==> src/rtl/core/gls_pkg.sv <==
// Package with types, codes and constants shared by the spectrum accumulator files.
`timescale 1ns / 1ps

package gls_pkg;

  localparam int MAX_BINS_DEF  = 1024;
  localparam int EXP_DEPTH_DEF = 256;
  localparam int SUM_WIDTH_DEF = 48;

  // Widths wide enough for the largest MAX_BINS.
  localparam int IDX_W = 16;
  localparam int CNT_W = 17;

  // 12400000 eV*mA in Q.8.
  localparam logic [31:0] LINE_NUM       = 32'd3174400000;
  localparam logic [63:0] EXP_NEG_ONE    = 64'd1580030169;
  localparam logic [36:0] CUTOFF_Q8      = 37'd4096;
  localparam logic [21:0] ENERGY_MAX     = 22'h3FFFFF;

  localparam logic REQ_ADD  = 1'b0;
  localparam logic REQ_READ = 1'b1;

  localparam logic [2:0] REG_GRID_START = 3'd0;
  localparam logic [2:0] REG_GRID_STEP  = 3'd1;
  localparam logic [2:0] REG_BINS       = 3'd2;
  localparam logic [2:0] REG_PEAK_SCALE = 3'd3;
  localparam logic [2:0] REG_EXP_SCALE  = 3'd4;

  typedef struct packed {
    logic        req_type;
    logic [23:0] wavelength_milliangstrom;
    logic [31:0] line_intensity;
    logic [9:0]  bin_index;
  } in_item_t;

  typedef struct packed {
    logic [21:0] bin_energy_ev;
    logic [47:0] bin_sum;
    logic        bin_saturated;
  } out_item_t;

  typedef struct packed {
    logic [15:0] grid_start_ev;
    logic [11:0] grid_step_ev;
    logic [10:0] bins_in_use;
    logic [31:0] peak_amplitude_scale;
    logic [31:0] exponent_scale;
  } cfg_t;

  typedef struct packed {
    logic             load;
    logic             issue;
    logic [IDX_W-1:0] bin;
    logic             load_out;
    logic             clr_we;
    logic [IDX_W-1:0] clr_addr;
  } cmd_t;

  typedef struct packed {
    logic             req_read;
    logic             req_null;
    logic             div_done;
    logic             div_busy;
    logic             pipe_empty;
    logic             out_free;
    logic [CNT_W-1:0] active;
  } status_t;

  typedef enum logic [2:0] {
    ST_CLEAR,
    ST_IDLE,
    ST_DIV,
    ST_SWEEP,
    ST_DRAIN,
    ST_READ,
    ST_RDATA
  } state_t;

endpackage

==> src/rtl/core/gls_controller.sv <==
// Controller state machine: clearing pass, line sweep and bin reads.
`timescale 1ns / 1ps

module gls_controller #(
  parameter int MAX_BINS = gls_pkg::MAX_BINS_DEF
) (
  input  logic             clk,
  input  logic             rst,
  input  logic             req_valid,
  output logic             req_stall,
  input  gls_pkg::status_t status,
  output gls_pkg::cmd_t    cmd
);

  import gls_pkg::*;

  state_t           state, state_next;
  logic [CNT_W-1:0] bin_cnt, bin_cnt_next;
  logic [CNT_W-1:0] clr_cnt, clr_cnt_next;

  always_ff @(posedge clk) begin
    if (rst) begin
      state   <= ST_CLEAR;
      bin_cnt <= '0;
      clr_cnt <= '0;
    end else begin
      state   <= state_next;
      bin_cnt <= bin_cnt_next;
      clr_cnt <= clr_cnt_next;
    end
  end

  always_comb begin
    state_next   = state;
    bin_cnt_next = bin_cnt;
    clr_cnt_next = clr_cnt;
    cmd          = '0;
    cmd.bin      = bin_cnt[IDX_W-1:0];
    cmd.clr_addr = clr_cnt[IDX_W-1:0];
    req_stall    = 1'b1;
    case (state)
      ST_CLEAR: begin
        cmd.clr_we   = 1'b1;
        clr_cnt_next = clr_cnt + CNT_W'(1);
        if (clr_cnt == CNT_W'(MAX_BINS - 1)) state_next = ST_IDLE;
      end
      ST_IDLE: begin
        req_stall = 1'b0;
        if (req_valid) begin
          cmd.load = 1'b1;
          if (status.req_read)      state_next = ST_READ;
          else if (!status.req_null) state_next = ST_DIV;
        end
      end
      ST_DIV: begin
        bin_cnt_next = '0;
        if (status.div_done) begin
          state_next = (status.active == '0) ? ST_DRAIN : ST_SWEEP;
        end
      end
      ST_SWEEP: begin
        cmd.issue    = 1'b1;
        bin_cnt_next = bin_cnt + CNT_W'(1);
        if (bin_cnt == status.active - CNT_W'(1)) state_next = ST_DRAIN;
      end
      ST_DRAIN: begin
        if (status.pipe_empty) state_next = ST_IDLE;
      end
      ST_READ: begin
        // The memory read register picks up the bin during this cycle.
        state_next = ST_RDATA;
      end
      ST_RDATA: begin
        if (status.out_free) begin
          cmd.load_out = 1'b1;
          state_next   = ST_IDLE;
        end
      end
      default: begin
        state_next = ST_IDLE;
      end
    endcase
  end

`ifndef ASSERT_OFF
  a_sweep_range: assert property (@(posedge clk) disable iff (rst)
    state == ST_SWEEP |-> bin_cnt < status.active)
    else $error("bin counter beyond bins in use");
  a_clear_range: assert property (@(posedge clk) disable iff (rst)
    state == ST_CLEAR |-> clr_cnt < CNT_W'(MAX_BINS))
    else $error("clearing pass beyond memory depth");
  a_div_exit: assert property (@(posedge clk) disable iff (rst)
    state == ST_DIV |=> state == ST_DIV || state == ST_SWEEP || state == ST_DRAIN)
    else $error("divide wait left to an unexpected state");
`endif

endmodule

==> config.mk <==
export PLATFORM = sky130hd
export DESIGN_NAME = gls_controller
export DESIGN_NICKNAME = d
export VERILOG_FILES = /design/src/rtl/core/gls_pkg.sv /design/src/rtl/core/gls_controller.sv
export SDC_FILE = /design/constraint.sdc
export NUM_CORES = 1
export LEC_CHECK = 0
export BUFFER_PORTS_ARGS = -buffer_cell sky130_fd_sc_hd__clkbuf_2
export CAP_MARGIN = 40
export CORE_UTILIZATION = 50
export DETAILED_ROUTE_END_ITERATION = 8
export HOLD_SLACK_MARGIN = 0.02
export PLACE_DENSITY = 0.75
export SYNTH_ARGS = -nofsm -noshare
export SYNTH_HDL_FRONTEND = slang
export SYNTH_SLANG_ARGS = --single-unit
==> constraint.sdc <==
create_clock -name clk -period 2.7 [get_ports clk]
set_input_delay 0.27 -clock clk [delete_from_list [all_inputs] [get_ports clk]]
set_output_delay 0.27 -clock clk [all_outputs]
set_load 0.02 [all_outputs]
# [Word level (Yosys, flattened, before mapping)]
# Index checks and enable logic that the tools add are counted.
# Widths: inputs -> output; s select.
[classes] n_addsub=3 mul=0 div_mod_pow=0 n_lt_le_gt_ge=0 eq_ne=15 shifts=0 mux=18 bitwise=0 n_reduce_logical=4
[ops] operator="$add 17x1->17 const B" n=2
[ops] operator="$pmux 17 s2" n=1
[ops] operator="$mux 3" n=9
[ops] operator="$pmux 3 s7" n=1
[ops] operator="$eq 17x10->1 const B" n=1
[ops] operator="$eq 17x17->1" n=1
[ops] operator="$logic_not 17->1" n=1
[ops] operator="$sub 17x1->17 const B" n=1
[ops] operator="$ne 2x2->1 const B" n=6
[ops] operator="$eq 3x3->1 const B" n=3
[ops] operator="$mux 1" n=7
[ops] operator="$reduce_and 7->1" n=1
[ops] operator="$eq 3x2->1 const B" n=2
[ops] operator="$eq 3x1->1 const B" n=1
[ops] operator="$logic_not 3->1" n=1
[ops] operator="$ne 3x3->1 const B" n=1
[ops] operator="$reduce_bool 2->1" n=1
[totals] register_bits=37 latchBits=0 mem_bits_rw=0 mem_bits_ro=0 in_bits=26 out_inout_bits=37 word_cells=43 mem_count=0

# [Longest topological paths before layout]
# Gate-level depths: netlist of the first run.
[depth] depth_word=4 mapped_depth=9 ltp_nobuf=9

# [Least setup slack after synthesis of the first run]
# No wires, ideal clock.
[synth_timing] path_kind="input port to flip-flop" startpoint="input status[0] (netlist bit)" endpoint="register state[1]" arrival_time_ns=2.172 required_time_ns=2.642 path_slack_ns=0.469 cell_stages=9 n_path_buf=0 path_cell_list="inv_1 > ha_1 > or3b_1 > nor4_4 > mux2_1 > mux2i_1 > o21ai_1 > a31oi_1 > o21ba_1"
[synth_between] elab_chain_len=4 word_cells_on_any_way=8 classes_between="add/sub: 1; eq/ne: 2; mux: 3; reduce/logical: 2"
[synth_lines] item="from (decl)" line_no="gls_controller.sv:11" source="input gls_pkg::status_t status,"
[synth_lines] item="$sub 17x1->17 or $logic_not 17->1 (tied branches)" line_no="gls_controller.sv:64, gls_controller.sv:58"
[synth_lines] item="$eq 17x17->1 or $mux 3 (tied branches)" line_no="gls_controller.sv:64, gls_controller.sv:58"
[synth_lines] item="$ne 2x2->1 (no source line) or $mux 3 (tied branches)"
[synth_lines] item="$reduce_and 7->1 (no source line) or $pmux 3 s7 (tied branches)"
[synth_lines] item="to (signal assigned)" line_no="gls_controller.sv:27" source="state <= state_next;"
[synth_lines] item="to (decl)" line_no="gls_controller.sv:17" source="state_t state, state_next;"
# Several ways; a longest one is shown, not always the timed one. The select of a mux whose other input is x is not followed.
# A chain may end at the register's enable or synchronous reset.

# [Worst setup path in the final report of the first run]
# Same ends and word-level chain as after synthesis.

==> impl_results.md, run 1 <==
* Reg2reg path depth at 7
* Layout area overhead at 8.48%
* Avg WL per Cell at 13.5 um
* Synth area leader: dfxtp_1
* Post-synth EDFFs at 0
* Largest net degree at the start of global routing at 29
* CP peak stage delay at 0.41 ns
* Cell area power density at 557 nW/um^2
* Synth unique cells at 55
* Final setup TNS at 0 ns
* Nets at 410
* Standard-cell rows at 26
* Mapped Area at 2720 sq um
* Inserted Clock Buffers at 5
* Critical path type: in2reg
* Clk root buf: clkbuf_8
* 1st-iter DRT viols at 126
* Worst Hold Class: in2reg
* GRT Residual Overflow at 0
* H-tree lvl count at 2
* Crit path time final at 2.24 ns
* CP Launch Point: status[0]
* Chip width at 75.7 um
* Routed wire length at 6.11 mm
* Starting density of the core at 0.525
* Pleak at 1.20 nW
* Fin Clk Skew at 0.00847 ns
* Yosys reg bits at 37
* Cells after synthesis at 353
* Tot Pwr at 1.64 mW
* Top-count cell post-synth: nor2_1
* Core area at 5170 sq um
* Cell family with most CP delay: simple AND/OR/NAND/NOR gates
* WP depth at 10
* Synthesized netlist net count at 382
* Req. time, crit path at 2.93 ns
* DR DRC count at 0
* Worst-margin pin slew at 0.630 ns
* CTS Sinks at 37
* Area of placed instances at 2840 sq um
* Max cap viols at 0
* Critical Path AT at 2.47 ns
* Die height at 75.7 um
* Reg2reg end: state[1]
* CP bufs+invs at 2
* Yosys warning total at 0
* N_diodes at 0
* DR pass1 iterations at 4
* Post-route cell area at 2950 sq um
* Share of layout cells above drive strength 1 at 0.228
* Async SR Flop Fraction at 0
* Syn Area/Cell at 7.70 sq um
* Max-slew violation count at 0
* CTS clk-pin slew, worst paths at 0.07 ns
* CTS tree: yes
* Top post-synthesis cells by count: nor2_1 (44), dfxtp_1 (37), buf_4 (32), nand2_1 (29), xor2_1 (22)
* Primary FF master, synth: dfxtp_1
* Max Clk Rate at 0.447 GHz
* HP Start: status[17]
* Clock latency on the worst-skew pair at 0.28 ns
* CTS resizes at 0
* Antenna violations before repair at 0
* Post-synth top area share at 0.273
* Die ar. at 5730 sq um
* Unrepaired setup endpoints after global routing: false
* Setup violations, final at 0
* GR Util All Layers at 0.217
* Clock Path Buffers at 2
* Seq/Total Area, Yosys at 0.273
* First-pass GRT wire length at 9.58 mm
* RD Place Congestion at 0.886
* Endpoint class of the critical path: register
* VDD IR-drop max at 0.000514 V
* Crit-path max FO at 5
* Number of port buffers at 61
* Slew headroom at 0.576
* Antenna-violating nets left at 0
* Startpoint types: input pin
* Cell Chain, Critical Path: clkbuf_2, inv_1, ha_1, or3b_1, nor4_4, mux2_1, mux2i_1, o21ai_1, a31oi_1, o21ba_1
* Setup crit end: state[1]
* Worst flop-to-flop path startpoint: bin_cnt[5]
* Post-CTS setup buffers at 0
* Placed wire-length estimate at 4.59 mm
* Via count at 2478
* Final Cycle Share at 0.828
* Boundary pin count at 63
* DR vias/cell at 5.49
* Hold Vio Cnt, Final at 0
* Post-CTS Hold Fix Bufs at 0
* Area contributors post-synth: dfxtp_1 (27%), buf_4 (8.8%), xor2_1 (7.1%), nor2_1 (6.1%), xnor2_1 (5.2%)
* Fill count at 487
* CP max-delay cell: or3b_1
* Worst R2R Setup Slack at 0.58 ns
* Vias in the first global route at 2097
* Status: finished clean
* Cell Count, Final, Fillers Out at 451
* Placed cells at 444
==> metrics by stage <==
stage / util / setup slack (ns) / hold slack (ns)
finish: 0.570 / 0.465 / 0.417
global route: 0.570 / 0.284 / 0.490
CTS: 0.570 / 0.472 / 0.406
global placement: 0.550 / 0.244 / 0.481
detailed placement: 0.550 / 0.187 / 0.490
floorplan: - / 0.469 / 0.467
==> final cells by class <==
| type | count | area (sq um) | area share |
|---|---|---|---|
| multi-input cells | 260 | 1630 | 0.553 |
| flip-flops and latches | 37 | 741 | 0.251 |
| repair buffers | 66 | 343 | 0.116 |
| well taps | 70 | 87.6 | 0.0297 |
| clock buffers | 5 | 68.8 | 0.0234 |
| inverters | 11 | 41.3 | 0.0140 |
| clock inverters | 2 | 35.0 | 0.0119 |
==> kinds of logic after synthesis <==
logic type / Yosys count / synth area share
xor gates and xnor gates: 38 / 0.123
muxes: 5 / 0.0193
DFF: 37 / 0.273
AOI/OAI and AO/OA: 61 / 0.133
adders and majority gates: 3 / 0.0138
buffers and inverters: 56 / 0.127
and+or+nand+nor: 153 / 0.311
==> power by group <==
part | switching, mW | internal [mW]
registers | 0.0657 | 0.583
logic | 0.325 | 0.203
clock network | 0.198 | 0.269
total | 0.588 | 1.05
==> how the worst min path moves through the flow <==
stage / endpoint / cells after the start / slack (ns)
floorplan: clr_cnt[9] / 2 / 0.47
global placement: clr_cnt[9] / 2 / 0.48
detailed placement: clr_cnt[9] / 2 / 0.49
CTS: state[2] / 4 / 0.41
global route: state[2] / 5 / 0.49
finish: state[2] / 4 / 0.42
==> state kept, by name (all words and copies together) (netlist names) <==
register and cells:
bin_cnt 17, clr_cnt 17, state 3
==> cells in the final DEF (no fill, tap or decap), types with 4 or more instances in the layout <==
cell type,instances
nor3_1,8
nand2_1,29
nand2b_1,9
clkbuf_2,61
nor2_1,44
nor4_1,6
and3_1,5
o21ai_0,16
xor2_1,22
a21oi_1,20
buf_4,5
clkbuf_8,5
nand3_1,11
inv_1,11
dfxtp_1,37
xnor2_1,16
o22ai_1,4
or3_1,8
nand4_1,8
a31oi_1,4
==> worst reg2reg max path: cells and delay by family (launching register included) <==
kind	cells	cell delay, ns
compound gates	4	0.70
xor+xnor	1	0.13
flops	1	0.42
simple gates	2	0.78
==> metal layers <==
metal / wire length (um) / track usage / vias to the layer above
met3: 264 / 0.0357 / 5
met4: 42 / 0.0597 / 0
met1: 2880 / 0.289 / 1165
li1: - / - / 1253
met2: 2910 / 0.364 / 55
met5: 0 / 0 / -
No activity file was read; power rests on OpenSTA's default activity.
==> run 2, diff against run 1 <==
--- a/config.mk
+++ b/config.mk
@@ -7,10 +7,10 @@
 export LEC_CHECK = 0
 export BUFFER_PORTS_ARGS = -buffer_cell sky130_fd_sc_hd__clkbuf_2
 export CAP_MARGIN = 40
-export CORE_UTILIZATION = 50
+export CORE_UTILIZATION = 49
 export DETAILED_ROUTE_END_ITERATION = 8
 export HOLD_SLACK_MARGIN = 0.02
-export PLACE_DENSITY = 0.75
+export PLACE_DENSITY = 0.77
 export SYNTH_ARGS = -nofsm -noshare
 export SYNTH_HDL_FRONTEND = slang
 export SYNTH_SLANG_ARGS = --single-unit
==> constraint.sdc (replaced) <==
create_clock -name clk -period 1.8 [get_ports clk]
set_input_delay 0.18 -clock clk [delete_from_list [all_inputs] [get_ports clk]]
set_output_delay 0.18 -clock clk [all_outputs]
set_load 0.02 [all_outputs]
==> run 2 against run 1 <==
Compared with the run above: the run now ends with negative setup slack left; critical endpoint unchanged; wire length rose by 16%; combinational power rose by 89%; critical path type unchanged; utilization rose by 9.5 points; sequential power rose by 46%; final cell count rose by 12%.
==> impl_results.md, run 2 (same netlist as run 1, synthesis figures left out) <==
* Inserted Clock Buffers at 5
* Clock latency on the worst-skew pair at 0.29 ns
* Slew headroom at 0.710
* Standard-cell rows at 26
* Failing checks: negative setup slack
* Nets at 465
* Antenna-violating nets left at 0
* Number of port buffers at 61
* Crit path time final at 1.95 ns
* CTS clk-pin slew, worst paths at 0.08 ns
* RD Place Congestion at 0.914
* H-tree lvl count at 2
* Endpoint class of the critical path: register
* Worst flop-to-flop path startpoint: bin_cnt[5]
* DR pass1 iterations at 5
* Fin Clk Skew at 0.00471 ns
* Unrepaired setup endpoints after global routing: true
* Pleak at 1.49 nW
* Chip width at 76.5 um
* Critical path type: in2reg
* Cell area power density at 731 nW/um^2
* Reg2reg path depth at 7
* DR vias/cell at 5.38
* Hold Vio Cnt, Final at 0
* Die height at 76.5 um
* Final setup TNS at -0.352 ns
* Avg WL per Cell at 14.0 um
* Final Cycle Share at 1.08
* N_diodes at 0
* CTS Sinks at 37
* Setup violations, final at 3
* Core area at 5240 sq um
* Vias in the first global route at 2559
* First-pass GRT wire length at 11.5 mm
* Reg2reg end: state[1]
* Via count at 2724
* Worst-margin pin slew at 0.431 ns
* Startpoint types: input pin
* Antenna violations before repair at 0
* Area of placed instances at 3270 sq um
* GRT Residual Overflow at 0
* Worst R2R Setup Slack at -0.13 ns
* 1st-iter DRT viols at 117
* Most common cell after layout, fill and taps aside: clkbuf_2
* HP Start: rst
* Most frequent cells in the layout: clkbuf_2 (61), buf_4 (60), nor2_1 (44)
* Placed wire-length estimate at 5.38 mm
* Max cap viols at 0
* Worst Hold Class: in2reg
* Status: complete, but fails checks
* Share of layout cells above drive strength 1 at 0.383
* Crit-path max FO at 5
* Layout area overhead at 28.1%
* CTS tree: yes
* Largest registers: bin_cnt: 17 flops, clr_cnt: 17 flops, state: 3 flops
* Max-slew violation count at 0
* Starting density of the core at 0.519
* Post-route cell area at 3480 sq um
* Post-CTS Hold Fix Bufs at 0
* Clk root buf: clkbuf_8
* Max Clk Rate at 0.512 GHz
* Clock Path Buffers at 2
* Die ar. at 5850 sq um
* Largest net degree at the start of global routing at 18
* Boundary pin count at 63
* Final WS setup at -0.152 ns
* DR DRC count at 0
* Hold EP: bin_cnt[1]
* Critical Path AT at 2.13 ns
* Req. time, crit path at 1.98 ns
* GR Util All Layers at 0.241
* Routed wire length at 7.07 mm
* Hold Crit Depth at 2
* VDD IR-drop max at 0.000987 V
## run 2: final cells by class
| class | instances | area, sq um |
|---|---|---|
| clock buffer | 6 | 82.6 |
| clock inverter | 1 | 7.51 |
| fill | 437 | 1760 |
| inverter | 11 | 41.3 |
| multi-input combinational | 260 | 1750 |
| sequential | 37 | 754 |
| tap | 70 | 87.6 |
| timing repair buffer | 121 | 756 |
## run 2: routing by layer
metal  vias to the layer above  global-route usage  wire length, um
met5                         -                   0                0
met1                      1263               0.282             3060
met4                         0               0.106              212
met2                        78               0.423             3490
li1                       1364                   -                -
met3                        19              0.0479              303
## run 2: critical path, stage by stage
cell,delay [ns]
clkbuf_2,0.09
or3_1,0.49
or4_1,0.52
a21oi_1,0.20
o22ai_2,0.10
nor4_2,0.20
a31oi_2,0.17
o21ba_1,0.19
## run 2: how the worst max path moves through the flow
| stage | slack (ns) | to | depth (start not counted) | start |
|---|---|---|---|---|
| final | -0.15 | state[1] | 8 | status[9] |
| after global routing | -0.24 | state[1] | 8 | status[9] |
| after CTS | -0.12 | state[1] | 7 | bin_cnt[5] |
| after detailed placement | -0.38 | state[1] | 9 | status[9] |
| after global placement | -0.31 | state[1] | 8 | status[9] |
| after floorplan | -0.16 | state[1] | 8 | status[9] |
## run 2: power by group
part | switching [mW] | total [mW] | internal [mW]
sequential | 0.0751 | 0.945 | 0.870
clock | 0.300 | 0.603 | 0.303
combinational | 0.565 | 0.996 | 0.431
## run 2: metrics by stage
stage           util  worst slack, ns  std cells  hold WS [ns]  total power [mW]
5_1_grt        0.664           -0.237        506         0.217              2.71
4_1_cts        0.648           -0.115        505         0.212              2.54
2_1_floorplan      -           -0.158        353         0.467              1.62
3_5_place_dp   0.625           -0.384        497         0.496              1.93
3_3_place_gp   0.625           -0.312        497         0.481              1.91
6_report       0.664           -0.152        506         0.214              2.54
## run 2: what timing repair did
action	in CTS	in global routing
gates resized for setup	5	22
pin swaps	2	5
setup buffers	1	1
endpoints found under the setup margin	3	9
==> run 3, diff against run 2 <==
--- a/config.mk
+++ b/config.mk
@@ -11,6 +11,7 @@
 export DETAILED_ROUTE_END_ITERATION = 8
 export HOLD_SLACK_MARGIN = 0.02
 export PLACE_DENSITY = 0.77
+export SKIP_CTS_REPAIR_TIMING = 1
 export SYNTH_ARGS = -nofsm -noshare
 export SYNTH_HDL_FRONTEND = slang
 export SYNTH_SLANG_ARGS = --single-unit
==> run 3 against run 2 <==
Compared with the run above: the flow still finishes with violations (negative setup slack); wire length grew 0.37%; total power grew 0.17%; utilization grew 0.43 points; clock power is essentially flat; count of clock-buffer cells in the layout is the same; flip-flop and latch count is the same; global-route usage shrank 0.28 points; die area is the same; via count grew 0.84%; sequential power is essentially flat; critical endpoint is now state[0].
==> impl_results.md, run 3 (same netlist as run 1, synthesis figures left out) <==
* Hold Vio Cnt, Final at 0
* Avg WL per Cell at 14.0 um
* Via count at 2747
* Routed metal-1 wire length at 3.04 mm
* CP bufs+invs at 0
* H-tree lvl count at 2
* Crit path time final at 1.94 ns
* Most frequent cells in the layout: buf_4 (62), clkbuf_2 (61), nor2_1 (44)
* RD Place Congestion at 0.914
* Setup violations, final at 3
* Clk root buf: clkbuf_8
* Met2 wire len at 3.57 mm
* Inserted Clock Buffers at 5
* Share of layout cells above drive strength 1 at 0.390
* Critical Path AT at 2.13 ns
* CP max-delay cell: or4b_4
* Req. time, crit path at 1.99 ns
* Boundary pin count at 63
* Final Cycle Share at 1.08
* CP Launch Point: bin_cnt[5]
* Cell Count, Final, Fillers Out at 508
* DR vias/cell at 5.41
* Fin Clk Skew at 0.00464 ns
* Worst-margin pin slew at 0.429 ns
* Crit-path max FO at 3
* Core area at 5240 sq um
* Worst flop-to-flop path startpoint: bin_cnt[5]
* DR DRC count at 0
* VDD IR-drop max at 0.000986 V
* Placed wire-length estimate at 5.38 mm
* First-pass GRT wire length at 11.3 mm
* Met3 WL at 304 um
* N_diodes at 0
* 1st-iter DRT viols at 163
* Die height at 76.5 um
* Final WS setup at -0.143 ns
* Cell area power density at 728 nW/um^2
* CTS Sinks at 37
* Vias in the first global route at 2539
* Fill count at 438
* Startpoint types: register
* Die ar. at 5850 sq um
* Max cap viols at 0
* Top sig layer: met4
* Worst Hold Class: in2reg
* Slew headroom at 0.711
* Chip width at 76.5 um
* Standard-cell rows at 26
* Pleak at 1.50 nW
* Endpoint class of the critical path: register
* Status: complete, but fails checks
* GR Util All Layers at 0.238
* Clock Path Buffers at 2
* Placed cells at 497
* Failing checks: negative setup slack
* Antenna violations before repair at 0
* Starting density of the core at 0.519
* HP Start: rst
* CP peak stage delay at 0.50 ns
* CTS clk-pin slew, worst paths at 0.07 ns
* Max-slew violation count at 0
* Number of port buffers at 61
* Most common cell after layout, fill and taps aside: buf_4
* Largest net degree at the start of global routing at 18
* Largest registers: bin_cnt: 17 flops, clr_cnt: 17 flops, state: 3 flops
* Max Clk Rate at 0.515 GHz
* CTS tree: yes
* Unrepaired setup endpoints after global routing: true
* Clock latency on the worst-skew pair at 0.29 ns
* Critical path type: reg2reg
* Antenna-violating nets left at 0
* Cell Chain, Critical Path: xnor2_2, or4b_4, o22ai_4, o22ai_2, nor4_2, a31oi_2, o21a_1
* GRT Residual Overflow at 0
* DP Worst Slack at -0.384 ns
* Cell family with most CP delay: simple AND/OR/NAND/NOR gates
* Nets at 467
* Routed wire length at 7.09 mm
* Layout area overhead at 28.9%
* DR pass1 iterations at 4
## run 3: worst paths after layout
kind,endpoint,slack [ns],cells past startpoint
setup / recovery,state[0],-0.14,7
hold / removal,bin_cnt[1],0.22,2
setup reg to reg,state[0],-0.14,7
hold reg to reg,clr_cnt[7],0.51,2
## run 3: layout make-up
type | instances | area [sq um] | area share
multi-input combinational | 260 | 1760 | 0.502
timing repair buffer | 123 | 771 | 0.220
tap | 70 | 87.6 | 0.0250
clock inverter | 1 | 7.51 | 0.00214
inverter | 11 | 41.3 | 0.0118
sequential | 37 | 754 | 0.215
clock buffer | 6 | 82.6 | 0.0236
## run 3: where the power goes
| group | total (mW) | internal, mW | switching (mW) |
|---|---|---|---|
| registers | 0.945 | 0.870 | 0.0751 |
| logic | 0.999 | 0.432 | 0.567 |
| clock network | 0.605 | 0.303 | 0.302 |
| total | 2.55 | 1.60 | 0.944 |
## run 3: per-stage QoR
step                 util  setup TNS, ns  hold WS (ns)  total power [mW]  cell area, sq um
detailed placement  0.625          -1.12         0.496              1.93              3270
global placement    0.625         -0.923         0.481              1.91              3270
floorplan               -         -0.466         0.467              1.62              2750
CTS                 0.642         -0.843         0.212              2.54              3360
global route        0.669         -0.646         0.217              2.71              3500
finish              0.669         -0.362         0.216              2.55              3500
## run 3: metal layers
| metal | vias up | GRT usage |
|---|---|---|
| met5 | - | 0 |
| met4 | 0 | 0.0981 |
| met3 | 17 | 0.0467 |
| met2 | 80 | 0.423 |
| met1 | 1285 | 0.277 |
| li1 | 1365 | - |
